### src/sv/rtpdf_pkg.sv
// ----------------------------------------------------------------------------
// Raster to page display feed package
// Opcodes, phase and state codes, constants and inter-module structs.
// ----------------------------------------------------------------------------
package rtpdf_pkg;

  localparam int unsigned StoreDepth = 1024;
  localparam int unsigned StoreAddrW = 10;

  localparam logic [7:0] PageCmd        = 8'hB0;
  localparam logic [7:0] ColHighCmd     = 8'h10;
  localparam logic [7:0] ColOffsetReset = 8'h02;

  typedef enum logic {
    OP_STORE = 1'b0,
    OP_PULL  = 1'b1
  } op_e;

  // transmit stream position inside one page
  typedef enum logic [1:0] {
    PH_PAGE   = 2'd0,
    PH_COL_LO = 2'd1,
    PH_COL_HI = 2'd2,
    PH_DATA   = 2'd3
  } phase_e;

  typedef enum logic [1:0] {
    ST_CLEAR  = 2'd0,
    ST_IDLE   = 2'd1,
    ST_GATHER = 2'd2
  } ctrl_state_e;

  typedef struct packed {
    logic       start;
    logic [2:0] page;
    logic [6:0] col;
  } gather_req_t;

  typedef struct packed {
    logic       done;
    logic [7:0] data;
  } gather_rsp_t;

endpackage

### src/sv/rtpdf_gather.sv
// ----------------------------------------------------------------------------
// Column gather unit
// Reads eight source bytes, one per cycle, and packs one pixel column.
// ----------------------------------------------------------------------------
module rtpdf_gather
  import rtpdf_pkg::*;
#(
  parameter int unsigned WIDTH  = 128,
  parameter int unsigned HEIGHT = 64
) (
  input  logic                  clk_i,
  input  logic                  rst_ni,
  input  gather_req_t           req_i,
  output gather_rsp_t           rsp_o,
  output logic                  rd_en_o,
  output logic [StoreAddrW-1:0] rd_addr_o,
  input  logic [7:0]            rd_data_i
);

  localparam int unsigned RowBytes = WIDTH / 8;
  localparam logic [6:0]  HeightL  = 7'(HEIGHT);

  logic       active_q, active_d;
  logic [2:0] bit_q, bit_d;
  logic [2:0] page_q, page_d;
  logic [6:0] col_q, col_d;
  logic       pend_q, pend_d;
  logic [2:0] pend_bit_q, pend_bit_d;
  logic       pend_ok_q, pend_ok_d;
  logic [7:0] acc_q, acc_d;
  logic       done_q, done_d;
  logic [7:0] data_q, data_d;
  logic [5:0] row;
  logic       pix;

  assign row       = {page_q, bit_q};
  assign rd_en_o   = active_q;
  assign rd_addr_o = StoreAddrW'((row * RowBytes) + col_q[6:3]);

  // leftmost pixel is bit 7 of the source byte
  assign pix = pend_ok_q & rd_data_i[~col_q[2:0]];

  always_comb begin
    active_d   = active_q;
    bit_d      = bit_q;
    page_d     = page_q;
    col_d      = col_q;
    acc_d      = acc_q;
    data_d     = data_q;
    pend_d     = active_q;
    pend_bit_d = bit_q;
    pend_ok_d  = {1'b0, row} < HeightL;
    done_d     = pend_q && (pend_bit_q == 3'd7);

    if (pend_q) begin
      acc_d = acc_q | (8'(pix) << pend_bit_q);
    end
    if (done_d) begin
      data_d = acc_d;
    end
    if (active_q) begin
      if (bit_q == 3'd7) begin
        active_d = 1'b0;
      end else begin
        bit_d = bit_q + 3'd1;
      end
    end
    if (req_i.start) begin
      active_d = 1'b1;
      bit_d    = 3'd0;
      page_d   = req_i.page;
      col_d    = req_i.col;
      acc_d    = 8'h00;
    end
  end

  always_ff @(posedge clk_i or negedge rst_ni) begin
    if (!rst_ni) begin
      active_q <= 1'b0;
      pend_q   <= 1'b0;
      done_q   <= 1'b0;
      bit_q    <= 3'd0;
    end else begin
      active_q <= active_d;
      pend_q   <= pend_d;
      done_q   <= done_d;
      bit_q    <= bit_d;
    end
  end

  always_ff @(posedge clk_i) begin
    page_q     <= page_d;
    col_q      <= col_d;
    pend_bit_q <= pend_bit_d;
    pend_ok_q  <= pend_ok_d;
    acc_q      <= acc_d;
    data_q     <= data_d;
  end

  assign rsp_o.done = done_q;
  assign rsp_o.data = data_q;

endmodule

### config.mk
export PLATFORM = sky130hd
export DESIGN_NAME = rtpdf_gather
export DESIGN_NICKNAME = d
export VERILOG_FILES = /design/src/sv/rtpdf_pkg.sv /design/src/sv/rtpdf_gather.sv
export SDC_FILE = /design/constraint.sdc
export NUM_CORES = 1
export LEC_CHECK = 0
export ABC_AREA = 1
export BUFFER_PORTS_ARGS = -buffer_cell sky130_fd_sc_hd__buf_2
export CAP_MARGIN = 10
export CORE_MARGIN = 3
export CORE_UTILIZATION = 52
export CTS_BUF_LIST = sky130_fd_sc_hd__clkbuf_8
export DETAILED_ROUTE_END_ITERATION = 8
export GPL_TIMING_DRIVEN = 1
export PLACE_DENSITY = 0.81
export SKIP_CTS_REPAIR_TIMING = 1
export SYNTH_ARGS = -nofsm -noshare
export SYNTH_HDL_FRONTEND = slang
export SYNTH_SLANG_ARGS = --single-unit
### constraint.sdc
create_clock -name clk_i -period 2.3 [get_ports clk_i]
set_input_delay 0.23 -clock clk_i [delete_from_list [all_inputs] [get_ports clk_i]]
set_output_delay 0.23 -clock clk_i [all_outputs]
set_load 0.02 [all_outputs]
# [After elaboration in Yosys (flattened, before gate mapping)]
# Cells that the tools add are included.
[op_classes] reduce_logical=3 n_eq_ne=3 magnitude_cmp=1 n_shift=1 bitwise_logic=2 n_addsub=2 muxes=9
[op_table] cell="10-bit by 4-bit adder with 10-bit output" n=1
[op_table] cell="3-bit two-way mux" n=3
[op_table] cell="8-bit two-way mux" n=1
[op_table] cell="8-bit OR" n=1
[op_table] cell="1-bit by 3-bit left shift with 8-bit output" n=1
[op_table] cell="3-bit == test, second input constant" n=2
[op_table] cell="3-bit by 4-bit < comparator with 1-bit output, second input constant" n=1
[op_table] cell="1-bit two-way mux" n=4
[op_table] cell="3-bit by 1-bit adder with 3-bit output, second input constant" n=1
[op_table] cell="1-bit binary-select mux with 3-bit select" n=1
[op_table] cell="3-bit inverter" n=1
[op_table] cell="2-bit inequality test, second input constant" n=1
[op_table] cell="2-bit AND reduction" n=1
[op_table] cell="2-bit nonzero test" n=1
[op_table] cell="1-bit logical AND" n=1
[word_totals] input_bits=21 reg_bits=35 elab_cells=30 output_inout_bits=20

# [Longest topological paths before layout]
[logic_depth] ltp_word=6 mapped_depth=8 depth_no_buf=8

# [Worst setup path before layout]
# No wires, ideal clock.
[synth_timing] path_kind="reg-to-reg" start="register pend_bit_q[0]" end="register data_q[0] (enable)" path_slack_ns=0.741 n_path_buf=0 stages_incl_launch_ff=3 setup_time_ns=0.388 synth_period_minus_slack_ns=1.559 t_arrival_ns=1.172 t_required_ns=1.912 path_cell_list="dfxtp_1 -> inv_1 -> nor3_1"
[synth_between] elab_chain_cells=2
[synth_rtl] item="start: declaration" line="rtpdf_gather.sv:28" text="logic [2:0] pend_bit_q, pend_bit_d;"
[synth_rtl] item="start signal: assignment" line="rtpdf_gather.sv:94" text="pend_bit_q <= pend_bit_d;"
[synth_rtl] item="3-bit == test" line="rtpdf_gather.sv:53" text="done_d = pend_q && (pend_bit_q == 3'd7);"
[synth_rtl] item="1-bit logical AND" line="rtpdf_gather.sv:53"
[synth_rtl] item="via done_d" line="rtpdf_gather.sv:31" text="logic done_q, done_d;"
[synth_rtl] item="end signal: assignment" line="rtpdf_gather.sv:97" text="data_q <= data_d;"
[synth_rtl] item="end: declaration" line="rtpdf_gather.sv:32" text="logic [7:0] data_q, data_d;"
# The timed path passes the listed nets, and every way through them passes these cells.
# A chain may end at the register's enable or synchronous reset.

# [Final worst setup path]
[layout_timing] start="register bit_q[0]" end="register bit_q[0]"
[layout_between] elab_chain_cells=4 elab_cells_between_ends=7 cone_classes="1 x add/sub; 2 x eq/ne; 3 x mux; 1 x reduce/logical"
[layout_rtl] item="start: declaration" line="rtpdf_gather.sv:24" text="logic [2:0] bit_q, bit_d;"
[layout_rtl] item="start signal: assignment" line="rtpdf_gather.sv:87" text="bit_q <= bit_d;"
[layout_rtl] item="3-bit by 1-bit adder with 3-bit output" line="rtpdf_gather.sv:65" text="bit_d = bit_q + 3'd1;"
[layout_rtl] item="3-bit two-way mux" line="rtpdf_gather.sv:62" text="if (bit_q == 3'd7) begin"
[layout_rtl] item="3-bit two-way mux" line="rtpdf_gather.sv:61" text="if (active_q) begin"
[layout_rtl] item="3-bit two-way mux" line="rtpdf_gather.sv:68" text="if (req_i.start) begin"
# Parallel ways exist; a longest one is shown, timed or not. The select of a mux whose other input is x is not followed.

==> impl_metrics.tcl <==
set metrics [dict create \
    crit_arrival_ps 1560 \
    final-seq-area_um2 911 \
    layout.cells.most_common "buf_2" \
    worstSetupStartpointType "flip-flop" \
    slew-limit-headroom_pct 74.4 \
    peakVddDrop_mv 0.668 \
    grt_overflow_total 0 \
    initialDrtViolationCount 25 \
    coreArea_um2 2320 \
    tritoncts "done" \
    cts_sinks 35 \
    post_synth_num_cell_types 20 \
    fillers 186 \
    chipWidth_um 56.7 \
    main_area_contributors_after_synthesis "edfxtp_1 40%, dfxtp_1 16%, dfrtp_1 11%, nand2_1 6.2%, inv_1 4.8%" \
    finish.cell_count_without_fillers 197 \
    timing.fmax_ghz 0.713 \
    drc 0 \
    postSynthAreaPerCell_um2 10.8 \
    final.hold.worst_slack_ps 124 \
    path_class "flip-flop to flip-flop" \
    clkSlewWorstSetupHoldPaths_ps 60 \
    global_route_wire_length_before_repair_mm 4.09 \
    remaining_antenna_violation_count 0 \
    multiInputGateArea_um2 280 \
    synth.ff_latch_count 35 \
    final_period_minus_worst_setup_slack_ps 1400 \
    layout_common_cells "40 x buf_2, 22 x nand2_1, 19 x inv_1" \
    setup.worst_path.end_class "flip-flop" \
    clk-insertion-delay-late_ps 280 \
    cts.root.buffer_cell "clkbuf_8" \
    wl_mm 2.46 \
    finalSetupViolations 0 \
    die_boundary_height_um 56.7 \
    critical_path.cell_chain "ha_1, ha_1, nor2_1, inv_2, nand2_1, o21ai_1" \
    max_cap_violations 0 \
    placed_cell_count 188 \
    finalWeightedCongestion 0.785 \
    p_leak_nw 0.826 \
    timing.final.max_slew_violations 0 \
    mappedNetlistArea_um2 1340 \
    first_pass_iters 5 \
    worstMarginPinSlew_ps 385 \
    grtUsageTotal_pct 17.4 \
    ctsHtreeMaxLevel 2 \
    outcome "finished, final reports clean" \
    synth_top_cell_by_area "edfxtp_1" \
    grt_pass1_vias 965 \
    timing.final.hold_violations 0 \
    fp.dieArea_um2 3210 \
    critical_path.top_delay_family "flip-flops" \
    placement_rows 17 \
    finalInstanceArea_um2 1660 \
    synth.net_count 147 \
    power_density_over_cell_area_nw_per_um2 817 \
    max_stage_delay_ps 410 \
    finalCritPeriodShare_pct 61.0 \
    average_wire_per_cell_in_the_routed_design_um 12.5 \
    syn_to_final_growth_pct 24.4 \
    slowest_stage_cell_cp "dfrtp_1" \
    cp.required_ps 2460 \
    crit_path_frequent_cell "ha_1" \
    dpl.hpwl_mm 1.82 \
    antenna_cells_inserted 0 \
    grt_max_degree 20 \
    post-synth-top-area-fraction_pct 40.5 \
    number_of_antenna_violations_at_the_first_check_in_global_routing 0 \
    synthesis.yosys.warnings 0 \
    clockBufferDepth 2 \
    skew_ps 8.03 \
    ios 41 \
    route.detailed.vias_per_inst 4.87 \
    floorplan.initialDensity_pct 57.6 \
    route.vias.total 959 \
    postPlaceCellArea_um2 1540 \
    worst_hold_path_type "input port to flip-flop" \
    setup_total_negative_slack_ps 0 \
    worst-path-buf-inv 1 \
    synth-seq-area-share_pct 68.2 \
    io_buffer_count 40 \
    worst-path-max-fanout 4 \
    netlist_instances 124 \
    fin_nets 191 \
    grt_setup_unrepaired "no" \
    final_core_area_utilization_pct 71.6 \
    layout_cells_sized_above_1_pct 35.5 \
    cts_inserted_buffers 5 \
]
## per-layer routing
layer  GRT usage [%]  vias up  share of wire [%]
li1                -      482                  -
met1            15.5      439                 34
met2            32.3       29                 56
met3            7.13        9                6.5
met4            9.15        0                3.4
met5               0        -                  0
## synth_stat cells, drive strengths merged
cell type,number
clkinvlp,1
nand3,7
inv,25
clkbuf,1
edfxtp,18
dfxtp,11
ha,2
nand2,25
a21oi,8
clkinv,1
nand4,7
nor3,1
nor2,4
buf,5
o21ai,2
dfrtp,6
## state kept, by name, summed over array words and instances (netlist names)
register,flops
page_q,3
col_q,7
pend_q,1
acc_q,8
done_q,1
pend_bit_q,3
rd_en_o,1
data_q,8
bit_q,3
## per-stage QoR
stage	total power, mW	setup slack [ps]
after global placement	0.850	1020
after detailed placement	0.859	909
after floorplan	0.812	741
after global routing	1.42	790
after CTS	1.37	870
final	1.36	898
## cell families (layout without fill, tap and decap cells)
kind of cell	Yosys count	in the layout	share of synthesized area [%]
flip-flops	35	35	68.2
AO/OA/AOI/OAI	10	10	3.75
adder cells (fa/ha/maj)	2	2	1.87
AND/OR/NAND/NOR	44	44	15.4
buffers and inverters	33	78	10.8
## path summary, 6_finish.rpt
| check | startpoint | to | slack, ps | depth (start not counted) |
|---|---|---|---|---|
| min in group asynchronous | rst_ni | done_q | 300 | 2 |
| min | req_i[7] | page_q[0] | 120 | 1 |
| max | bit_q[0] | bit_q[0] | 900 | 6 |
| max in group asynchronous | rst_ni | bit_q[0] | 1850 | 2 |
| max reg2reg | bit_q[0] | bit_q[0] | 900 | 6 |
| min reg2reg | rd_en_o | pend_q | 430 | 0 |
## layout make-up
cell class / instances / share of cell area, %
Tap cell: 28 / 2.11
Sequential cell: 35 / 54.9
Inverter: 27 / 6.18
Clock inverter: 3 / 2.26
Multi-Input combinational cell: 56 / 16.9
Clock buffer: 5 / 4.14
Timing Repair Buffer: 43 / 13.6
## where the power goes
group	switching (mW)	total, mW	internal [mW]
logic	0.0861	0.135	0.0490
registers	0.0187	0.712	0.694
clock network	0.195	0.510	0.315
No activity file was read; power rests on OpenSTA's default activity.
