--- config.mk ---
export PLATFORM = sky130hd
export DESIGN_NAME = rtpdf_ctrl_flat
export DESIGN_NICKNAME = d
export VERILOG_FILES = /design/src/sv/rtpdf_pkg.sv /design/src/sv/rtpdf_if.sv /design/src/sv/rtpdf_ctrl.sv /design/src/flat_wrapper.sv
export SDC_FILE = /design/constraint.sdc
export NUM_CORES = 1
export LEC_CHECK = 0
export BUFFER_PORTS_ARGS = -buffer_cell sky130_fd_sc_hd__buf_2
export CAP_MARGIN = 20
export CORE_AREA = 8 8 81 83
export CTS_CLUSTER_DIAMETER = 150
export DETAILED_ROUTE_END_ITERATION = 16
export DIE_AREA = 0 0 89 91
export PLACE_DENSITY = 0.72
export SYNTH_ARGS = -nofsm -noshare
export SYNTH_HDL_FRONTEND = slang
export SYNTH_SLANG_ARGS = --single-unit
export TNS_END_PERCENT = 30
--- constraint.sdc ---
create_clock -name clk_i -period 2.43 [get_ports clk_i]
set_clock_uncertainty 0.1 [all_clocks]
set_input_delay 0.243 -clock clk_i [delete_from_list [all_inputs] [get_ports clk_i]]
set_output_delay 0.243 -clock clk_i [all_outputs]
set_load 0.005 [all_outputs]
--- src/sv/rtpdf_pkg.sv ---
// ----------------------------------------------------------------------------
// Raster to page display feed package
// Opcodes, phase and state codes, constants and inter-module structs.
// ----------------------------------------------------------------------------
package rtpdf_pkg;

  localparam int unsigned StoreDepth = 1024;
  localparam int unsigned StoreAddrW = 10;

  localparam logic [7:0] PageCmd        = 8'hB0;
  localparam logic [7:0] ColHighCmd     = 8'h10;
  localparam logic [7:0] ColOffsetReset = 8'h02;

  typedef enum logic {
    OP_STORE = 1'b0,
    OP_PULL  = 1'b1
  } op_e;

  // transmit stream position inside one page
  typedef enum logic [1:0] {
    PH_PAGE   = 2'd0,
    PH_COL_LO = 2'd1,
    PH_COL_HI = 2'd2,
    PH_DATA   = 2'd3
  } phase_e;

  typedef enum logic [1:0] {
    ST_CLEAR  = 2'd0,
    ST_IDLE   = 2'd1,
    ST_GATHER = 2'd2
  } ctrl_state_e;

  typedef struct packed {
    logic       start;
    logic [2:0] page;
    logic [6:0] col;
  } gather_req_t;

  typedef struct packed {
    logic       done;
    logic [7:0] data;
  } gather_rsp_t;

endpackage

--- src/sv/rtpdf_if.sv ---
// ----------------------------------------------------------------------------
// Raster to page display feed channels
// Input item channel and transmit byte channel, valid/ready handshake.
// ----------------------------------------------------------------------------
interface rtpdf_in_if
  import rtpdf_pkg::*;
();
  logic                  valid;
  logic                  ready;
  logic                  opcode;
  logic [StoreAddrW-1:0] address;
  logic [7:0]            pixels;

  modport source (output valid, output opcode, output address, output pixels, input ready);
  modport sink   (input valid, input opcode, input address, input pixels, output ready);
endinterface

interface rtpdf_out_if;
  logic       valid;
  logic       ready;
  logic [7:0] tx_byte;
  logic       is_data;
  logic       frame_end;

  modport source (output valid, output tx_byte, output is_data, output frame_end, input ready);
  modport sink   (input valid, input tx_byte, input is_data, input frame_end, output ready);
endinterface

--- src/sv/rtpdf_ctrl.sv ---
// ----------------------------------------------------------------------------
// Feed controller
// Store clearing sweep, page/column sequencing, command bytes, output beat.
// ----------------------------------------------------------------------------
module rtpdf_ctrl
  import rtpdf_pkg::*;
#(
  parameter int unsigned WIDTH  = 128,
  parameter int unsigned HEIGHT = 64
) (
  input  logic                  clk_i,
  input  logic                  rst_ni,
  rtpdf_in_if.sink              in_i,
  rtpdf_out_if.source           out_o,
  input  logic                  cfg_we_i,
  input  logic [7:0]            cfg_wdata_i,
  output logic                  wr_en_o,
  output logic [StoreAddrW-1:0] wr_addr_o,
  output logic [7:0]            wr_data_o,
  output gather_req_t           req_o,
  input  gather_rsp_t           rsp_i
);

  localparam int unsigned Pages = (HEIGHT + 7) / 8;
  localparam int unsigned ColW  = $clog2(WIDTH);

  ctrl_state_e           state_q, state_d;
  phase_e                phase_q, phase_d;
  logic [2:0]            page_q, page_d;
  logic [ColW-1:0]       column_q, column_d;
  logic [StoreAddrW-1:0] clr_q, clr_d;
  logic [7:0]            offset_q;
  logic                  fe_pend_q, fe_pend_d;
  logic                  out_valid_q, out_valid_d;
  logic [7:0]            tx_q, tx_d;
  logic                  is_data_q, is_data_d;
  logic                  frame_end_q, frame_end_d;
  logic                  accept;
  logic                  last_col;
  logic                  last_page;

  assign in_i.ready = (state_q == ST_IDLE) && (!out_valid_q || out_o.ready);
  assign accept     = in_i.valid && in_i.ready;
  assign last_col   = column_q == ColW'(WIDTH - 1);
  assign last_page  = page_q == 3'(Pages - 1);

  assign wr_en_o   = (state_q == ST_CLEAR) || (accept && (in_i.opcode == OP_STORE));
  assign wr_addr_o = (state_q == ST_CLEAR) ? clr_q : in_i.address;
  assign wr_data_o = (state_q == ST_CLEAR) ? 8'h00 : in_i.pixels;

  always_comb begin
    state_d     = state_q;
    phase_d     = phase_q;
    page_d      = page_q;
    column_d    = column_q;
    clr_d       = clr_q;
    fe_pend_d   = fe_pend_q;
    tx_d        = tx_q;
    is_data_d   = is_data_q;
    frame_end_d = frame_end_q;
    out_valid_d = out_valid_q && !out_o.ready;
    req_o.start = 1'b0;
    req_o.page  = page_q;
    req_o.col   = 7'(column_q);

    unique case (state_q)
      ST_CLEAR: begin
        clr_d = clr_q + StoreAddrW'(1);
        if (clr_q == StoreAddrW'(StoreDepth - 1)) begin
          state_d = ST_IDLE;
        end
      end
      ST_IDLE: begin
        if (accept && (in_i.opcode == OP_PULL)) begin
          is_data_d   = 1'b0;
          frame_end_d = 1'b0;
          unique case (phase_q)
            PH_PAGE: begin
              tx_d        = PageCmd + {5'd0, page_q};
              out_valid_d = 1'b1;
              phase_d     = PH_COL_LO;
            end
            PH_COL_LO: begin
              tx_d        = {4'h0, offset_q[3:0]};
              out_valid_d = 1'b1;
              phase_d     = PH_COL_HI;
            end
            PH_COL_HI: begin
              tx_d        = ColHighCmd | {4'h0, offset_q[7:4]};
              out_valid_d = 1'b1;
              phase_d     = PH_DATA;
            end
            PH_DATA: begin
              req_o.start = 1'b1;
              fe_pend_d   = last_col && last_page;
              state_d     = ST_GATHER;
              if (last_col) begin
                column_d = '0;
                phase_d  = PH_PAGE;
                page_d   = last_page ? 3'd0 : page_q + 3'd1;
              end else begin
                column_d = column_q + ColW'(1);
              end
            end
            default: ;
          endcase
        end
      end
      ST_GATHER: begin
        // output slot was free at accept, nothing else fills it meanwhile
        if (rsp_i.done) begin
          tx_d        = rsp_i.data;
          is_data_d   = 1'b1;
          frame_end_d = fe_pend_q;
          out_valid_d = 1'b1;
          state_d     = ST_IDLE;
        end
      end
      default: state_d = ST_CLEAR;
    endcase
  end

  always_ff @(posedge clk_i or negedge rst_ni) begin
    if (!rst_ni) begin
      state_q     <= ST_CLEAR;
      phase_q     <= PH_PAGE;
      page_q      <= 3'd0;
      column_q    <= '0;
      clr_q       <= '0;
      offset_q    <= ColOffsetReset;
      out_valid_q <= 1'b0;
    end else begin
      state_q     <= state_d;
      phase_q     <= phase_d;
      page_q      <= page_d;
      column_q    <= column_d;
      clr_q       <= clr_d;
      out_valid_q <= out_valid_d;
      if (cfg_we_i) begin
        offset_q <= cfg_wdata_i;
      end
    end
  end

  always_ff @(posedge clk_i) begin
    fe_pend_q   <= fe_pend_d;
    tx_q        <= tx_d;
    is_data_q   <= is_data_d;
    frame_end_q <= frame_end_d;
  end

  assign out_o.valid     = out_valid_q;
  assign out_o.tx_byte   = tx_q;
  assign out_o.is_data   = is_data_q;
  assign out_o.frame_end = frame_end_q;

endmodule

--- src/flat_wrapper.sv ---
// flat-port wrapper written by rule: the top's interface ports become plain ports
module rtpdf_ctrl_flat import rtpdf_pkg::*;
#(
  parameter int unsigned WIDTH  = 128,
  parameter int unsigned HEIGHT = 64
)
  (clk_i, rst_ni, cfg_we_i, cfg_wdata_i, wr_en_o, wr_addr_o, wr_data_o, req_o, rsp_i, in_i_valid, in_i_opcode, in_i_address, in_i_pixels, in_i_ready, out_o_valid, out_o_tx_byte, out_o_is_data, out_o_frame_end, out_o_ready);
  rtpdf_in_if in_i_i ();
  rtpdf_out_if out_o_i ();
  input  logic clk_i;
  input  logic rst_ni;
  input  logic cfg_we_i;
  input  logic [7:0] cfg_wdata_i;
  output logic wr_en_o;
  output logic [StoreAddrW-1:0] wr_addr_o;
  output logic [7:0] wr_data_o;
  output gather_req_t req_o;
  input  gather_rsp_t rsp_i;
  input wire logic [$bits(in_i_i.valid)-1:0] in_i_valid;
  input wire logic [$bits(in_i_i.opcode)-1:0] in_i_opcode;
  input wire logic [$bits(in_i_i.address)-1:0] in_i_address;
  input wire logic [$bits(in_i_i.pixels)-1:0] in_i_pixels;
  output wire logic [$bits(in_i_i.ready)-1:0] in_i_ready;
  output wire logic [$bits(out_o_i.valid)-1:0] out_o_valid;
  output wire logic [$bits(out_o_i.tx_byte)-1:0] out_o_tx_byte;
  output wire logic [$bits(out_o_i.is_data)-1:0] out_o_is_data;
  output wire logic [$bits(out_o_i.frame_end)-1:0] out_o_frame_end;
  input wire logic [$bits(out_o_i.ready)-1:0] out_o_ready;
  assign in_i_i.valid = in_i_valid;
  assign in_i_i.opcode = in_i_opcode;
  assign in_i_i.address = in_i_address;
  assign in_i_i.pixels = in_i_pixels;
  assign in_i_ready = in_i_i.ready;
  assign out_o_valid = out_o_i.valid;
  assign out_o_tx_byte = out_o_i.tx_byte;
  assign out_o_is_data = out_o_i.is_data;
  assign out_o_frame_end = out_o_i.frame_end;
  assign out_o_i.ready = out_o_ready;
  rtpdf_ctrl #(.WIDTH(WIDTH), .HEIGHT(HEIGHT)) u_core (.clk_i(clk_i), .rst_ni(rst_ni), .in_i(in_i_i), .out_o(out_o_i), .cfg_we_i(cfg_we_i), .cfg_wdata_i(cfg_wdata_i), .wr_en_o(wr_en_o), .wr_addr_o(wr_addr_o), .wr_data_o(wr_data_o), .req_o(req_o), .rsp_i(rsp_i));
endmodule
=== Word level (Yosys, flattened, before mapping) ===
Cells that the tools add are included.

* Register bits after elaboration: 44
* Bits of input ports: 41
* Output and inout bits: 42
* Logic and storage cells: 77

* Add/subtract/negate cells: 4
* Equal/unequal tests: 14
* Muxes and demuxes: 27
* Bitwise gates (word level): 1
* Reduce and logical (&&, ||, !) cells: 20

{| class="wikitable"
|+ Operators with widths
! operator !! number
|-
| $mux W8 || 3
|-
| $pmux W8 S3 || 1
|-
| $pmux W8 S2 || 1
|-
| $reduce_and A4 Y1 || 3
|-
| $add A10 B1 Y10 const B || 1
|-
| $eq A10 B10 Y1 const B || 1
|-
| $mux W10 || 1
|-
| $mux W2 || 5
|-
| $mux W1 || 9
|-
| $reduce_and A3 Y1 || 3
|-
| $add A8 B3 Y8 const A || 1
|-
| $ne A2 B2 Y1 const B || 4
|-
| $pmux W2 S4 || 1
|-
| $add A7 B1 Y7 const B || 1
|-
| $eq A7 B7 Y1 const B || 1
|-
| $mux W7 || 1
|-
| $eq A2 B2 Y1 const B || 3
|-
| $logic_and A1 B1 Y1 || 6
|-
| $pmux W1 S2 || 3
|-
| $pmux W2 S3 || 1
|-
| $eq A2 B1 Y1 const B || 2
|-
| $logic_not A2 Y1 || 2
|-
| $ne A4 B4 Y1 const B || 1
|-
| $add A3 B1 Y3 const B || 1
|-
| 8 further kinds || 10
|}

=== Longest topological paths before layout ===
Gate-level depths: netlist (run 1).

* Word-level depth: 7
* Gate-level depth with buffers: 8
* Gate-level depth less buffers: 7

=== Least setup slack after synthesis (run 1) ===
Ideal clock, no wire load.

* Kind: register -> register
* Start: reg u_core.state_q[1]
* End: reg u_core.tx_q[0], in the netlist u_core.out_o.tx_byte[0], enable pin
* Library setup time: 0.383 ns
* Arrival: 1.675 ns
* Data required time: 1.947 ns
* Setup slack: 0.271 ns
* Cell stages (with the launch flop): 6
* Buffers on the path: 0
* Clock period less this slack: 2.159 ns
* Cells stage by stage: dfrtp_1 inv_1 ha_1 nand4_1 o21a_1 nor3_1

* Longest elaborated chain between the ends: 6
* Elaborated cells between the ends (all ways): 10
* Those cells by class: eq/ne (5); reduce/logical (5)

{| class="wikitable"
|+ RTL lines
! what !! RTL line !! RTL
|-
| start, declared || rtpdf_ctrl.sv:27 || <nowiki>ctrl_state_e state_q, state_d;</nowiki>
|-
| start signal, assigned || rtpdf_ctrl.sv:133 || <nowiki>state_q <= state_d;</nowiki>
|-
| $eq A2 B1 Y1 || rtpdf_ctrl.sv:42, rtpdf_ctrl.sv:66 ||
|-
| $logic_and A1 B1 Y1 || rtpdf_ctrl.sv:42 || <nowiki>assign in_i.ready = (state_q == ST_IDLE) && (!out_valid_q || out_o.ready);</nowiki>
|-
| $logic_and A1 B1 Y1 || rtpdf_ctrl.sv:43 || <nowiki>assign accept = in_i.valid && in_i.ready;</nowiki>
|-
| $logic_and A1 B1 Y1 || rtpdf_ctrl.sv:74 || <nowiki>if (accept && (in_i.opcode == OP_PULL)) begin</nowiki>
|-
| $ne A2 B2 Y1 (no line) || - ||
|-
| $reduce_and A4 Y1 (no line) (*) || - ||
|-
| end signal, assigned || rtpdf_ctrl.sv:147 || <nowiki>tx_q <= tx_d;</nowiki>
|-
| end, declared || rtpdf_ctrl.sv:35 || <nowiki>logic [7:0] tx_q, tx_d;</nowiki>
|}

Mark *: on every way between the ends. The rest lies on a longest branch, timed or not.
A chain may end at the register's enable or synchronous reset.

==> run metrics, run 1 <==
Sequential Power Share 0.395; routability-driven placement congestion ratio ~0.84; top layer in use met4; P&R area growth vs syn 25.66%; I/O pin count a little over 80; Max IR drop VDD 0.4222 mV; CP endpoint kind output pin; most common cell in the netlist dfrtp_1; clock buffer depth 2; Post-Route M1 WL between 2000 and 2500 um; post-route cell area around 0.003 mm^2; pwr/cell area ~1000 mW/mm^2; met3 wire len roughly 300 um; final core utilization 0.5464; critical path class flop to output pin; cell taking the most area after synthesis dfrtp_1; global-route wire length before repair ~8600 um; most used flip-flop cell after synthesis dfrtp_1; CTS tree built; Final nets 350; Num Clock Sinks between 40 and 50; Root Driver clkbuf_8; Fmax achieved roughly 460 MHz; later-pin clock latency in the skew report roughly 300 ps; total CTS buffers 5; Via Count roughly 1.8k; Syn Area/Cell ~11 um^2; vias in the first global route 1860; leading cell types by count after synthesis 32 x dfrtp_1, 23 x nand2_1, 20 x mux2_2, 13 x ha_1, 12 x o21ai_0; share of the yosys chip area belonging to registers 0.4987; synthesized net count ~260; Crit path required time approximately 2100 ps; Post-synth ARST share 0.7500; pre-CTS WS 266.6 ps; layout cells sized above 1 0.3939; internal power 1.920 mW; sw power between 1 and 1.5 mW; leakage between 1 and 1.5 nW; post-CTS sizing 0; Max FO, Critical Path 8; Fin Setup TNS 0 ps; Cells after Synth between 200 and 250; Period minus WS final 2197 ps; Sw Ratio 0.3711; clock transition at the registers of the reported paths 80 ps; Clk network pwr share 0.148; Remaining DRCs 0; DRT Wirelength 5358 um; H-tree depth 2; number of synthesized flops with an enable pin 11; final period utilization 0.9042; WL met2 about 2700 um; initial antenna violation count 0; GRT Overall Usage 0.1340; Ant. Diodes 0; Initial Utilization 0.4348; die span in y 91 um; IO Port Bufs just over 80; via/cell ratio 4.894; num rows 27; status complete, no violations; Min Hold Slack a little over 70 ps; Cell Area, Placed between 0.002 and 0.003 mm^2; Combinational Power Share 0.458; top post-synthesis cells by area dfrtp_1 35%, edfxtp_1 14%, mux2_2 9.7%, ha_1 7.0%, nand2_1 3.7%; grt ovf 0; final setup fails 0; largest net degree at the start of global routing 34; register bit total from synthesis 44; Arr. time, crit path ~1900 ps; drt pass-1 iters 4; DP HPWL ~4200 um; post-synth cell types 39; die area 0.008099 mm^2; core footprint about 0.0053 mm^2; width of the die slightly below 90 um; count of final hold-check violations 0; DR iter-0 viols 39; top cell type's share of synthesized area 0.3450; DRT antenna net count 0; Slew HR 0.5087; Synth warnings 0; synthesized area approximately 0.0023 mm^2; CP Launch Type flop; Setup WS post-layout about 230 ps; per-cell routed wire length 14.52 um; max-slew violations 0; max_cap viols 0; worst-margin pin slew about 740 ps; unrepaired setup endpoints after global routing false; Min-Delay Path Class input pin to flop
==> repair_timing <==
item | in CTS | in global routing
buffers inserted | 0 | 0
setup endpoints to repair | 0 | 0
hold buffers | 1 | 0
hold endpoints to repair | 32 | 0
==> final cells by class <==
cell class,instances,area (um^2)
clock buffer,7,76.32
sequential,44,1157
timing repair buffer,88,457.9
fill,502,2421
clock inverter,1,8.758
inverter,9,35.03
multi-input combinational,148,1091
tap,72,90.09
==> critical path: stages (launching register included) <==
cell and delay (ps):
dfrtp_1 400, inv_1 100, ha_1 180, nand2_1 90, or3_1 500, clkinv_2 160
buf_2 140
==> cell usage in the layout, fill, tap and decap left out, drive strengths merged, types with 7 or more instances in the layout <==
| cell type | netlist | routed |
|---|---|---|
| buf | 2 | 87 |
| dfrtp | 32 | 32 |
| nand2 | 24 | 24 |
| mux2 | 24 | 24 |
| ha | 13 | 13 |
| o21ai | 12 | 12 |
| nor2b | 11 | 11 |
| edfxtp | 11 | 11 |
| inv | 8 | 8 |
| nor2 | 8 | 8 |
| clkbuf | 6 | 7 |
==> flip-flops by register name, indices dropped and copies added (netlist names) <==
signal and flops:
u_core.out_o.valid 1, u_core.column_q 7, u_core.fe_pend_q 1, u_core.out_o.tx_byte 8
u_core.page_q 3, u_core.clr_q 10, u_core.out_o.is_data 1, u_core.offset_q 8
u_core.state_q 2, u_core.out_o.frame_end 1, u_core.phase_q 2
==> stage by stage <==
stage | std cells | power [mW]
2_1_floorplan | 209 | 2.058
3_3_place_gp | 360 | 2.588
3_5_place_dp | 360 | 2.647
4_1_cts | 369 | 3.107
5_1_grt | 369 | 3.307
6_report | 369 | 3.054
==> kinds of logic after synthesis <==
| group | after synthesis | share of synthesized area |
|---|---|---|
| flops | 44 | 0.4987 |
| buf+inv | 17 | 0.03126 |
| mux | 27 | 0.1294 |
| fa+ha+maj | 13 | 0.07008 |
| compound gates | 27 | 0.07602 |
| simple gates | 69 | 0.1493 |
| xor+xnor | 12 | 0.04528 |
==> per-layer routing <==
metal	track usage	vias up
met5	0	-
met4	0.06519	0
met3	0.03423	12
met2	0.2276	44
met1	0.1502	851
li1	-	899
==> power by group through the flow <==
stage / logic (mW) / clock network [mW] / registers (mW)
floorplan: 0.862 / 0 / 1.20
global placement: 1.38 / 0 / 1.21
detailed placement: 1.42 / 0 / 1.22
CTS: 1.43 / 0.467 / 1.21
global route: 1.58 / 0.492 / 1.24
finish: 1.40 / 0.451 / 1.21
==> worst paths after layout <==
check,from,to,slack (ps),depth (start not counted)
max,u_core.state_q[1]$_DFFE_PN0P_,req_o[10],230,6
max reg2reg,u_core.state_q[1]$_DFFE_PN0P_,u_core.state_q[1]$_DFFE_PN0P_,250,6
min reg2reg,u_core.column_q[6]$_DFFE_PN0P_,u_core.column_q[6]$_DFFE_PN0P_,390,1
min in group asynchronous,rst_ni,u_core.offset_q[5]$_DFFE_PN0P_,450,2
max in group asynchronous,rst_ni,u_core.out_o.valid$_DFF_PN0_,1310,2
min,cfg_wdata_i[0],u_core.offset_q[0]$_DFFE_PN0P_,70,2
(Power assumes the default switching activity.)
==> run 2, diff against run 1 <==
--- a/config.mk
+++ b/config.mk
@@ -13,2 +13,3 @@
 export DIE_AREA = 0 0 89 91
+export MAX_ROUTING_LAYER = met4
 export PLACE_DENSITY = 0.72
==> constraint.sdc (replaced) <==
create_clock -name clk_i -period 2.43 [get_ports clk_i]
set_clock_uncertainty 0.1 [all_clocks]
set_input_delay 0.3645 -clock clk_i [delete_from_list [all_inputs] [get_ports clk_i]]
set_output_delay 0.3645 -clock clk_i [all_outputs]
set_load 0.005 [all_outputs]
==> run 2 against run 1 <==
Via count decreased by 1.9%. Global-route usage decreased by 0.28 points. Clock power about the same. Count of clock-buffer cells in the layout decreased by 2. Design area decreased by 0.51%. Final cell count decreased by 0.54%. Utilization decreased by 0.28 points. Register-to-register slack improved by 40 ps. Critical path depth unchanged. Worst setup slack got worse by 110 ps. Routed wire length decreased by 4.4%. Critical path type unchanged. Critical endpoint unchanged. Largest cell class unchanged. Largest power group unchanged.
==> run metrics, run 2 (synthesis gave the netlist of run 1 again) <==
status complete, no violations; Largest register FFs 10; total CTS buffers 5; largest net degree at the start of global routing 34; pwr/cell area 1043 mW/mm^2; count of final hold-check violations 0; worst-margin pin slew ~740 ps; most frequent cells in the layout 82 x buf_2, 32 x dfrtp_1, 23 x nand2_1; Period minus WS final ~2300 ps; slowest cell delay on critical path 490 ps; leakage approximately 1.5 nW; Final nets 348; later-pin clock latency in the skew report roughly 300 ps; total power ~3.0 mW; Initial Utilization 0.4348; cell chain of the critical path inv_1, ha_1, nand2_1, or3_1, clkinv_2, buf_2; DR iter-0 viols 82; internal power about 1.9 mW; max-slew violations 0; per-cell routed wire length approximately 14 um; Combinational Power Share 0.453; Max FO, Critical Path 8; Root Driver clkbuf_8; Slew HR 0.5068; grt ovf 0; final setup fails 0; routability-driven placement congestion ratio 0.8337; die span in y 91 um; global-route wire length before repair a little over 8000 um; Most flops, register u_core.clr_q; max_cap viols 0; die area 0.008099 mm^2; Arr. time, crit path approximately 1900 ps; sw power 1.132 mW; unrepaired setup endpoints after global routing false; Num Clock Sinks 44; CP Launch Type flop; Remaining DRCs 0; Final Non-Filler Cells about 370; DP Cell Count around 360; GRT Overall Usage 0.1312; Worst path slowest cell or3_1; clock buffer depth 2; commonest non-fill, non-tap cell in the layout buf_2; DRT Wirelength 5120 um; Fmax achieved ~430 MHz; Via Count 1771; Max IR drop VDD roughly 0.36 mV; num rows 27; Min-Delay Path Class input pin to asynchronous set/reset pin; buffer count from post-CTS setup fixing 0; critical path class flop to output pin; DRT antenna net count 0; post-CTS sizing 0; Sequential Power Share 0.397; Ant. Diodes 0; P&R area growth vs syn 25.01%; layout cells sized above 1 0.3966; register-to-register path setup slack a little under 300 ps; CTS tree built; vias in the first global route approximately 1.8k; Sw Ratio 0.3739; IO Port Bufs ~80; Hold Buf Count CTS 0; CP endpoint kind output pin; Clk network pwr share 0.149; drt pass-1 iters 5; Crit path required time slightly below 2000 ps; initial antenna violation count 0; core footprint approximately 0.0053 mm^2; width of the die between 80 and 90 um; clock transition at the registers of the reported paths about 90 ps; I/O pin count between 80 and 90; Fin Setup TNS 0 ps; via/cell ratio approximately 4.8; final period utilization 0.9507; H-tree depth 2; DP HPWL about 4000 um
-- run 2: cell types whose count changed in the layout (fill, tap and decap cells not counted) --
cell / before / now
buf_4: 5 / 4
clkinv_4: 1 / 0
clkinv_1: 0 / 1
clkbuf_1: 2 / 0
clkinvlp_4: 0 / 2
dlygate4sd3_1: 1 / 0
-- run 2: critical path, delay by kind of cell (launching register included) --
| kind | cells | cell delay (ps) |
|---|---|---|
| flops | 1 | 400 |
| fa+ha+maj | 1 | 180 |
| simple gates | 2 | 570 |
| buf+inv | 3 | 410 |
-- run 2: layer usage --
layer	vias to the layer above	part of all wire	GRT usage
met2	45	0.51	0.2165
met4	0	0.016	0.05409
met1	829	0.42	0.1528
met5	-	0	-
li1	892	-	-
met3	5	0.049	0.02162
-- run 2: worst paths after layout --
check,startpoint,end,depth (start not counted)
max in group asynchronous,rst_ni,u_core.clr_q[7]$_DFFE_PN0N_,1
max reg2reg,u_core.state_q[1]$_DFFE_PN0P_,u_core.state_q[1]$_DFFE_PN0P_,6
min in group clk_i,cfg_wdata_i[2],u_core.offset_q[2]$_DFFE_PN0P_,2
max,u_core.state_q[1]$_DFFE_PN0P_,req_o[10],6
min reg2reg,u_core.column_q[6]$_DFFE_PN0P_,u_core.column_q[6]$_DFFE_PN0P_,1
min,rst_ni,u_core.offset_q[5]$_DFFE_PN0P_,1
-- run 2: area by class of cell --
type / count / area [um^2]
clock buffer: 5 / 68.82
fill: 525 / 2436
multi-input combinational: 148 / 1091
tap: 72 / 90.09
inverter: 9 / 35.03
timing repair buffer: 86 / 440.4
clock inverter: 3 / 18.77
sequential: 44 / 1157
-- run 2: stage by stage --
stage	util	hold WS [ps]	setup slack, ps	cell area [um^2]
floorplan	-	-31.09	271.5	2321
global placement	0.5272	375.2	370.1	2814
detailed placement	0.5272	372.4	309.7	2814
CTS	0.5436	46.69	101.5	2902
global route	0.5436	68.90	20.84	2902
finish	0.5436	22.55	119.8	2902
-- run 2: power by group through the flow --
stage | clock network, mW | registers (mW) | logic (mW)
after floorplan | 0 | 1.20 | 0.862
after global placement | 0 | 1.21 | 1.36
after detailed placement | 0 | 1.22 | 1.39
after CTS | 0.467 | 1.21 | 1.40
after global routing | 0.493 | 1.24 | 1.54
final | 0.452 | 1.20 | 1.37
